--- config.mk ---
export PLATFORM = sky130hd
export DESIGN_NAME = ttssv_ctrl
export DESIGN_NICKNAME = d
export VERILOG_FILES = /design/src/rtl/core/two_tone_sine_synth_voice_top_macros.svh /design/src/rtl/core/ttssv_pkg.sv /design/src/rtl/core/ttssv_ctrl.sv
export SDC_FILE = /design/constraint.sdc
export NUM_CORES = 1
export LEC_CHECK = 0
export ABC_AREA = 0
export BUFFER_PORTS_ARGS = -buffer_cell sky130_fd_sc_hd__buf_2
export CAP_MARGIN = 0
export CORE_AREA = 2 2 39 41
export CTS_CLUSTER_DIAMETER = 60
export DETAILED_ROUTE_END_ITERATION = 8
export DIE_AREA = 0 0 41 43
export PLACE_DENSITY_LB_ADDON = 0.15
export SKIP_CTS_REPAIR_TIMING = 1
export SYNTH_ARGS = -nofsm -noshare
export SYNTH_HDL_FRONTEND = slang
export SYNTH_SLANG_ARGS = --single-unit
--- constraint.sdc ---
create_clock -name clk -period 1.5 [get_ports clk]
set_input_delay 0.075 -clock clk [delete_from_list [all_inputs] [get_ports clk]]
set_output_delay 0.075 -clock clk [all_outputs]
set_load 0.03 [all_outputs]
--- src/rtl/core/two_tone_sine_synth_voice_top_macros.svh ---
// assertion macros for the two-tone sine voice
`ifndef TWO_TONE_SINE_SYNTH_VOICE_TOP_MACROS_SVH
`define TWO_TONE_SINE_SYNTH_VOICE_TOP_MACROS_SVH

// same-cycle implication
`define TTSSV_ASSERT_NOW(lbl, ante, cons) \
    lbl: assert property (@(posedge clk) disable iff (!rst_n) (ante) |-> (cons)) \
        else $error("ttssv check failed");

// next-cycle implication
`define TTSSV_ASSERT_NEXT(lbl, ante, cons) \
    lbl: assert property (@(posedge clk) disable iff (!rst_n) (ante) |=> (cons)) \
        else $error("ttssv check failed");

`endif

--- src/rtl/core/ttssv_pkg.sv ---
// package with types, constants and tables of the two-tone sine voice
package ttssv_pkg;

    localparam int PHASE_BITS_DEF     = 32;
    localparam int SINE_ADDR_BITS_DEF = 10;

    localparam int REQ_W      = 2;
    localparam int PITCH_W    = 7;
    localparam int IN_DATA_W  = 16;
    localparam int SAMPLE_W   = 16;
    localparam int GAIN_W     = 17;
    localparam int STEP_A4_W  = 31;
    localparam int RATIO_W    = 17;
    localparam int PROD_W     = 48;
    localparam int CFG_ADDR_W = 2;
    localparam int CFG_DATA_W = 31;

    localparam logic [REQ_W-1:0] REQ_TICK     = 2'd0;
    localparam logic [REQ_W-1:0] REQ_NOTE_ON  = 2'd1;
    localparam logic [REQ_W-1:0] REQ_NOTE_OFF = 2'd2;

    localparam logic [CFG_ADDR_W-1:0] CFG_OSC1_GAIN = 2'd0;
    localparam logic [CFG_ADDR_W-1:0] CFG_OSC2_GAIN = 2'd1;
    localparam logic [CFG_ADDR_W-1:0] CFG_A4_STEP   = 2'd2;

    localparam logic [GAIN_W-1:0]    OSC1_GAIN_RST = 17'd65536;
    localparam logic [GAIN_W-1:0]    OSC2_GAIN_RST = 17'd0;
    localparam logic [STEP_A4_W-1:0] A4_STEP_RST   = 31'd39370534;

    // pitch + NOTE_OFFSET keeps the note index non-negative, octave bias 10
    localparam int NOTE_OFFSET = 51;
    localparam int OCT_BIAS    = 10;
    localparam int RECIP_12    = 171;

    localparam logic [16:0] SIN_A = 17'd102944;
    localparam logic [15:0] SIN_B = 16'd42048;
    localparam logic [12:0] SIN_C = 13'd4640;
    localparam logic signed [15:0] LEVEL_ON = 16'sd19661;

    typedef enum logic [3:0] {
        ST_IDLE,
        ST_NOTE_SET,
        ST_INNER,
        ST_MID,
        ST_SINE,
        ST_GAIN,
        ST_SUM,
        ST_LEVEL,
        ST_OUT
    } ttssv_state_t;

    typedef struct packed {
        logic note_mul;
        logic note_set;
        logic note_off;
        logic sin_start;
        logic sin_inner;
        logic sin_mid;
        logic sin_out;
        logic gain;
        logic sum;
        logic level;
        logic out_load;
    } ttssv_cmd_t;

    // 2^(s/12) in Q1.16
    function automatic logic [RATIO_W-1:0] semitone_ratio(input logic [3:0] semi);
        logic [RATIO_W-1:0] r;
        case (semi)
            4'd0:    r = 17'd65536;
            4'd1:    r = 17'd69433;
            4'd2:    r = 17'd73562;
            4'd3:    r = 17'd77936;
            4'd4:    r = 17'd82570;
            4'd5:    r = 17'd87480;
            4'd6:    r = 17'd92682;
            4'd7:    r = 17'd98193;
            4'd8:    r = 17'd104032;
            4'd9:    r = 17'd110218;
            4'd10:   r = 17'd116772;
            4'd11:   r = 17'd123715;
            default: r = 17'd65536;
        endcase
        return r;
    endfunction

endpackage

--- src/rtl/core/ttssv_ctrl.sv ---
// controller: sequencer state machine and stream handshakes
module ttssv_ctrl
    import ttssv_pkg::*;
(
    input  logic             clk,
    input  logic             rst_n,
    input  logic             s_tvalid,
    input  logic [REQ_W-1:0] req_type,
    output logic             s_tready,
    output logic             m_tvalid,
    input  logic             m_tready,
    output ttssv_cmd_t       cmd
);

    ttssv_state_t state_reg;
    ttssv_state_t state_next;
    logic         out_valid_reg;
    logic         out_valid_next;

    always_ff @(posedge clk or negedge rst_n)
    begin
        if (!rst_n)
        begin
            state_reg     <= ST_IDLE;
            out_valid_reg <= 1'b0;
        end
        else
        begin
            state_reg     <= state_next;
            out_valid_reg <= out_valid_next;
        end
    end

    always_comb
    begin
        state_next = state_reg;
        cmd        = '0;
        s_tready   = 1'b0;
        case (state_reg)
            ST_IDLE:
            begin
                s_tready = 1'b1;
                if (s_tvalid)
                begin
                    case (req_type)
                        REQ_TICK:
                        begin
                            cmd.sin_start = 1'b1;
                            state_next    = ST_INNER;
                        end
                        REQ_NOTE_ON:
                        begin
                            cmd.note_mul = 1'b1;
                            state_next   = ST_NOTE_SET;
                        end
                        REQ_NOTE_OFF:
                        begin
                            cmd.note_off = 1'b1;
                        end
                        default: ;
                    endcase
                end
            end
            ST_NOTE_SET:
            begin
                cmd.note_set = 1'b1;
                state_next   = ST_IDLE;
            end
            ST_INNER:
            begin
                cmd.sin_inner = 1'b1;
                state_next    = ST_MID;
            end
            ST_MID:
            begin
                cmd.sin_mid = 1'b1;
                state_next  = ST_SINE;
            end
            ST_SINE:
            begin
                cmd.sin_out = 1'b1;
                state_next  = ST_GAIN;
            end
            ST_GAIN:
            begin
                cmd.gain   = 1'b1;
                state_next = ST_SUM;
            end
            ST_SUM:
            begin
                cmd.sum    = 1'b1;
                state_next = ST_LEVEL;
            end
            ST_LEVEL:
            begin
                cmd.level  = 1'b1;
                state_next = ST_OUT;
            end
            ST_OUT:
            begin
                // wait here while the previous beat is still held
                if (!out_valid_reg || m_tready)
                begin
                    cmd.out_load = 1'b1;
                    state_next   = ST_IDLE;
                end
            end
            default:
            begin
                state_next = ST_IDLE;
            end
        endcase

        if (cmd.out_load)
        begin
            out_valid_next = 1'b1;
        end
        else if (m_tready)
        begin
            out_valid_next = 1'b0;
        end
        else
        begin
            out_valid_next = out_valid_reg;
        end
    end

    assign m_tvalid = out_valid_reg;

endmodule

==> results of run 1 <==
==> synth_stat cells, drive strengths merged (2+ instances only) <==
| cell type | count |
|---|---|
| nand2 | 2 |
| nor3 | 4 |
| dfrtp | 5 |
| or4 | 2 |
| inv | 2 |
| nor2 | 4 |
| nand3b | 2 |
| buf | 5 |
| nand2b | 5 |
==> stage by stage <==
step                total power, W  TNS [ps]
floorplan                 0.000760     -4.72
global route               0.00118      -821
CTS                        0.00109      -778
global placement          0.000924         0
detailed placement        0.000926         0
finish                     0.00110      -531
==> worst reg2reg max path, stage by stage, from the launching register on <==
cell,delay (ps)
dfrtp_1,370
buf_4,170
or4b_4,540
buf_4,150
o22ai_2,70
==> layout make-up <==
| class | count | share of cell area [%] |
|---|---|---|
| repair buffers | 24 | 28.4 |
| inverters | 2 | 1.29 |
| multi-input cells | 30 | 40.7 |
| well taps | 16 | 3.45 |
| clock buffers | 4 | 4.53 |
| flip-flops and latches | 5 | 21.6 |
==> worst paths after layout <==
path	from	endpoint
max	state_reg[0]	cmd[8]
min	m_tready	m_tvalid
max reg2reg	state_reg[0]	state_reg[3]
min reg2reg	m_tvalid	m_tvalid
max in group asynchronous	rst_n	state_reg[1]
min in group asynchronous	rst_n	m_tvalid
==> power by group <==
| part | internal, W | leakage (nW) | switching [W] |
|---|---|---|---|
| clock network | 0.000101 | 0.0150 | 0.0000545 |
| registers | 0.000181 | 0.0653 | 0.0000245 |
| logic | 0.000295 | 0.217 | 0.000441 |
| total | 0.000577 | 0.298 | 0.000520 |
==> layer usage <==
metal / up-vias / share of wire (%) / track usage [%]
met5: - / 0 / 0
met4: 0 / 0 / 8.00
met3: 0 / 5.7 / 3.14
met2: 12 / 48 / 16.9
met1: 166 / 46 / 14.5
li1: 193 / - / -
==> kinds of logic (layout without fill, tap and decap cells) <==
group / after synthesis / count (layout) / share of synthesized area (%)
simple gates: 25 / 25 / 45.5
flops: 5 / 5 / 31.8
buf+inv: 7 / 30 / 10.5
compound gates: 5 / 5 / 12.1
==> metrics.txt, run 1 <==
outcome=complete, but fails checks; failing checks=setup timing; GRT Util Overall=11.7%; share of the synthesized area in the top cell type=31.8%; Vias=371; initial core utilization=28.4%; Worst-Skew Late Latency=240 ps; global-route wire length before repair=1390 µm; Remaining DRCs=0; final worst path period need=1660 ps; fin nets=72; Peak VDD IR=0.000614 V; clock-pin slew on the worst setup and hold paths=40 ps; Largest register FFs=4; Yosys warnings=0; Worst Setup Start Kind=flip-flop; skew final=0.0843 ps; #FFs+latches synth=5; Crit path depth=4; CORE AREA=0.00138 mm²; CTS max path bufs=2; register area=125 µm²; die area=0.00176 mm²; Worst path slowest cell=or4_4; Max stage delay on crit path=570 ps; delay-heaviest family, CP=simple AND/OR/NAND/NOR gates; crit path cell chain=or4_4 -> inv_2 -> and4b_2 -> buf_6; average size of a mapped cell=9.35 µm²; Area contributors post-synth=dfrtp_1 32%, nand2b_1 8.0%, or4_4 5.7%; vias in the first global route=332; Synth Cell Area=393 µm²; ys async rst share=100%; Max Clock Freq=601 MHz; violation count after the first detailed-route iteration=4; Multi-input gate area=236 µm²; Layout fillers=138; Die X=41 µm; commonest cells after routing, fill and taps aside=13 x buf_2, 6 x buf_4, 5 x nand2b_1, 5 x dfrtp_1; Mapped Cells=42; fin area=581 µm²; Post-Syn Nets=48; Final Worst Setup Slack=-165 ps; share of layout cells above drive strength 1=56.9%; Total Wirelength=874 µm; unrepaired setup endpoints after global routing=true; HPWL Detailed=623 µm; Final Max Slew Viols=0; placed inst area=509 µm²; wire length per cell=10.8 µm; top_reg_cell synth=dfrtp_1; Via density=4.58; LEAKAGE=0.298 nW; clk sinks=5; H-Tree Depth=1; WHS=156 ps; Util after Layout=42.0%; Final setup viols=5; Synth area leader=dfrtp_1; Area Growth Syn to Fin=47.8%; pin slew with the least headroom to its limit=219 ps; post-synth cell types=23; period utilization=111%; Antenna Cells=0; most common cell after layout, fill and taps aside=buf_2; global route total overflow=0; CTS tree=done; clk root buf=clkbuf_4; Slew headroom=85.3%; number of placement rows=14; CP max FO=3; critical path class=flip-flop to primary output; worst r2r path cells=4; CP Buf/Inv Count=2; placed cell count=75; initial antenna violation count=0; Hold Fails Final Rpt=0; Boundary Pins=19; Post-synth EDFFs=0; Hold WC Path Type=input pin to flip-flop; sequential share of the synthesized area=31.8%; Port Buffers=18; Placer Congestion=0.646; R2R setup slack=120 ps; dpl ws=24.2 ps; Required @ worst endpoint=1420 ps; CTS Buf Count=3; largest net degree at the start of global routing=12; die height=43 µm; # Max-Cap Violations=0; crit path DAT=1590 ps; final non-filler cell total=81; crit end category=primary output; Hold Path Stages=3; Detailed Routing Iterations Pass 1=2; Final ANT Viol Nets=0; Power Density=1890 mW/mm²
(Power assumes the default switching activity.)
==> inputs of run 2 (changes only) <==
CTS_BUF_LIST = sky130_fd_sc_hd__clkbuf_2 sky130_fd_sc_hd__clkbuf_4 sky130_fd_sc_hd__clkbuf_8   (was default)
REMOVE_ABC_BUFFERS = 1   (was default)
==> run 2 against run 1 <==
Clock-buffer cell count is the same; sequential share of layout area is 1.3 points lower; utilization is 2.8 points higher; clock power is 14% higher; via count increased by 5.9%; worst setup slack lost 19 ps; clock skew up 4.6 ps; flip-flop and latch count did not move; the run still ends with setup timing left; sequential power is essentially flat; register-to-register slack better by 20 ps.
==> metrics.txt, run 2 (synthesis gave the netlist of run 1 again) <==
Critical Path Start=state_reg[0]; pin slew with the least headroom to its limit=171 ps (-47.9 ps); Boundary Pins=19 (unchanged); Tot Pwr=0.00119 W (+8.7%); setup TNS=-651 ps (-120 ps); Total Wirelength=895 µm (+2.4%); unrepaired setup endpoints after global routing=true; HPWL Detailed=650 µm (+4.3%); Hold Path Stages=3 (unchanged); CTS Buf Count=3 (unchanged); die area=0.00176 mm² (unchanged); crit end category=primary output; global route total overflow=0 (unchanged); Power Density=1930 mW/mm² (+1.9%); Area Growth Syn to Fin=57.6%; Port Buffers=18 (unchanged); placed inst area=514 µm² (+0.98%); Worst-Skew Late Latency=250 ps (about the same); Vias=393 (+5.9%); LEAKAGE=0.314 nW (+5.6%); Hold Fails Final Rpt=0 (unchanged); largest net degree at the start of global routing=12 (unchanged); Final Worst Setup Slack=-184 ps (-19.4 ps); worst r2r path cells=4 (unchanged); Hold WC Path Type=input pin to flip-flop; CTS max path bufs=2 (unchanged); Final Max Slew Viols=0 (unchanged); skew final=4.64 ps (+4.55 ps); fin nets=74 (+2.8%); Largest register FFs=4 (unchanged); final worst path period need=1680 ps (+19.4 ps); initial core utilization=28.4% (unchanged); Detailed Routing Iterations Pass 1=4 (+2); CTS tree=done; CP max FO=3 (unchanged); CORE AREA=0.00138 mm² (unchanged); most common cell after layout, fill and taps aside=buf_2; R2R setup slack=140 ps (+20 ps); clk sinks=5 (unchanged); wire length per cell=10.8 µm (about the same); reg2reg end=state_reg[3]; Final ANT Viol Nets=0 (unchanged); Required @ worst endpoint=1420 ps (about the same); global-route wire length before repair=1350 µm (-3.0%); GRT Util Overall=11.5% (-0.18 points); violation count after the first detailed-route iteration=6 (+2); WHS=143 ps (-12.9 ps); vias in the first global route=342 (+3.0%); critical path class=flip-flop to primary output; H-Tree Depth=1 (unchanged); r2r startpoint=state_reg[0]; Die X=41 µm (unchanged); clock-pin slew on the worst setup and hold paths=50 ps (about the same); WHS Endpoint=m_tvalid; number of placement rows=14 (unchanged); Remaining DRCs=0 (unchanged); commonest cells after routing, fill and taps aside=11 x buf_2, 8 x buf_4; Max Clock Freq=594 MHz (-1.2%); crit path DAT=1610 ps (+20 ps); fin area=619 µm² (+6.7%); failing checks=setup timing; Worst Setup Start Kind=flip-flop; hold path startpoint=m_tready; die height=43 µm (unchanged); Via density=4.73 (+3.4%); share of layout cells above drive strength 1=61.2% (+4.3 points); # Max-Cap Violations=0 (unchanged); Peak VDD IR=0.000806 V (+31%); Placer Congestion=0.576 (-11%); initial antenna violation count=0 (unchanged); period utilization=112% (+1.3 points); Slew headroom=88.6% (+3.2 points); Antenna Cells=0 (unchanged); outcome=complete, but fails checks; Final setup viols=4 (-1); clk root buf=clkbuf_4
run 2: routing by layer:
layer  vias up  wire length [µm]  part of all wire (%)  global-route usage [%]
met5         -                 0                     0                       0
met4         0                 0                     0                    8.00
met3         0                68                   7.6                    4.71
met2        18               436                    49                    16.9
met1       176               389                    43                    12.9
li1        199                 -                     -                       -
run 2: final cells by class:
type | instances | area, µm²
fill | 138 | 764
timing repair buffer | 26 | 189
sequential | 5 | 125
multi-input combinational | 30 | 248
inverter | 2 | 7.51
clock buffer | 4 | 30.0
tap | 16 | 20.0
run 2: worst max path at each step:
stage,depth (start not counted),end
6_report,4,cmd[8]
5_1_grt,4,cmd[8]
4_1_cts,3,cmd[7]
3_5_place_dp,3,cmd[7]
3_3_place_gp,3,cmd[7]
2_1_floorplan,2,cmd[7]
run 2: metrics by stage:
stage          std cells  utilization, %  worst slack (ps)
3_5_place_dp          77            37.2              32.6
6_report              83            44.8              -184
2_1_floorplan         37               -              -254
4_1_cts               81            39.3              -241
3_3_place_gp          77            37.2              35.5
5_1_grt               83            44.8              -245
run 2: critical path, cell delays in order (launching register included):
cell     delay (ps)
dfrtp_1         370
or4_4           570
inv_2            80
and4b_1         210
buf_6           130
run 2: where the power goes:
group | internal (W) | total (W) | leakage, nW | switching (W)
clock | 0.000119 | 0.000177 | 0.0184 | 0.0000586
combinational | 0.000346 | 0.000808 | 0.231 | 0.000462
sequential | 0.000181 | 0.000207 | 0.0653 | 0.0000260
total | 0.000646 | 0.00119 | 0.314 | 0.000546
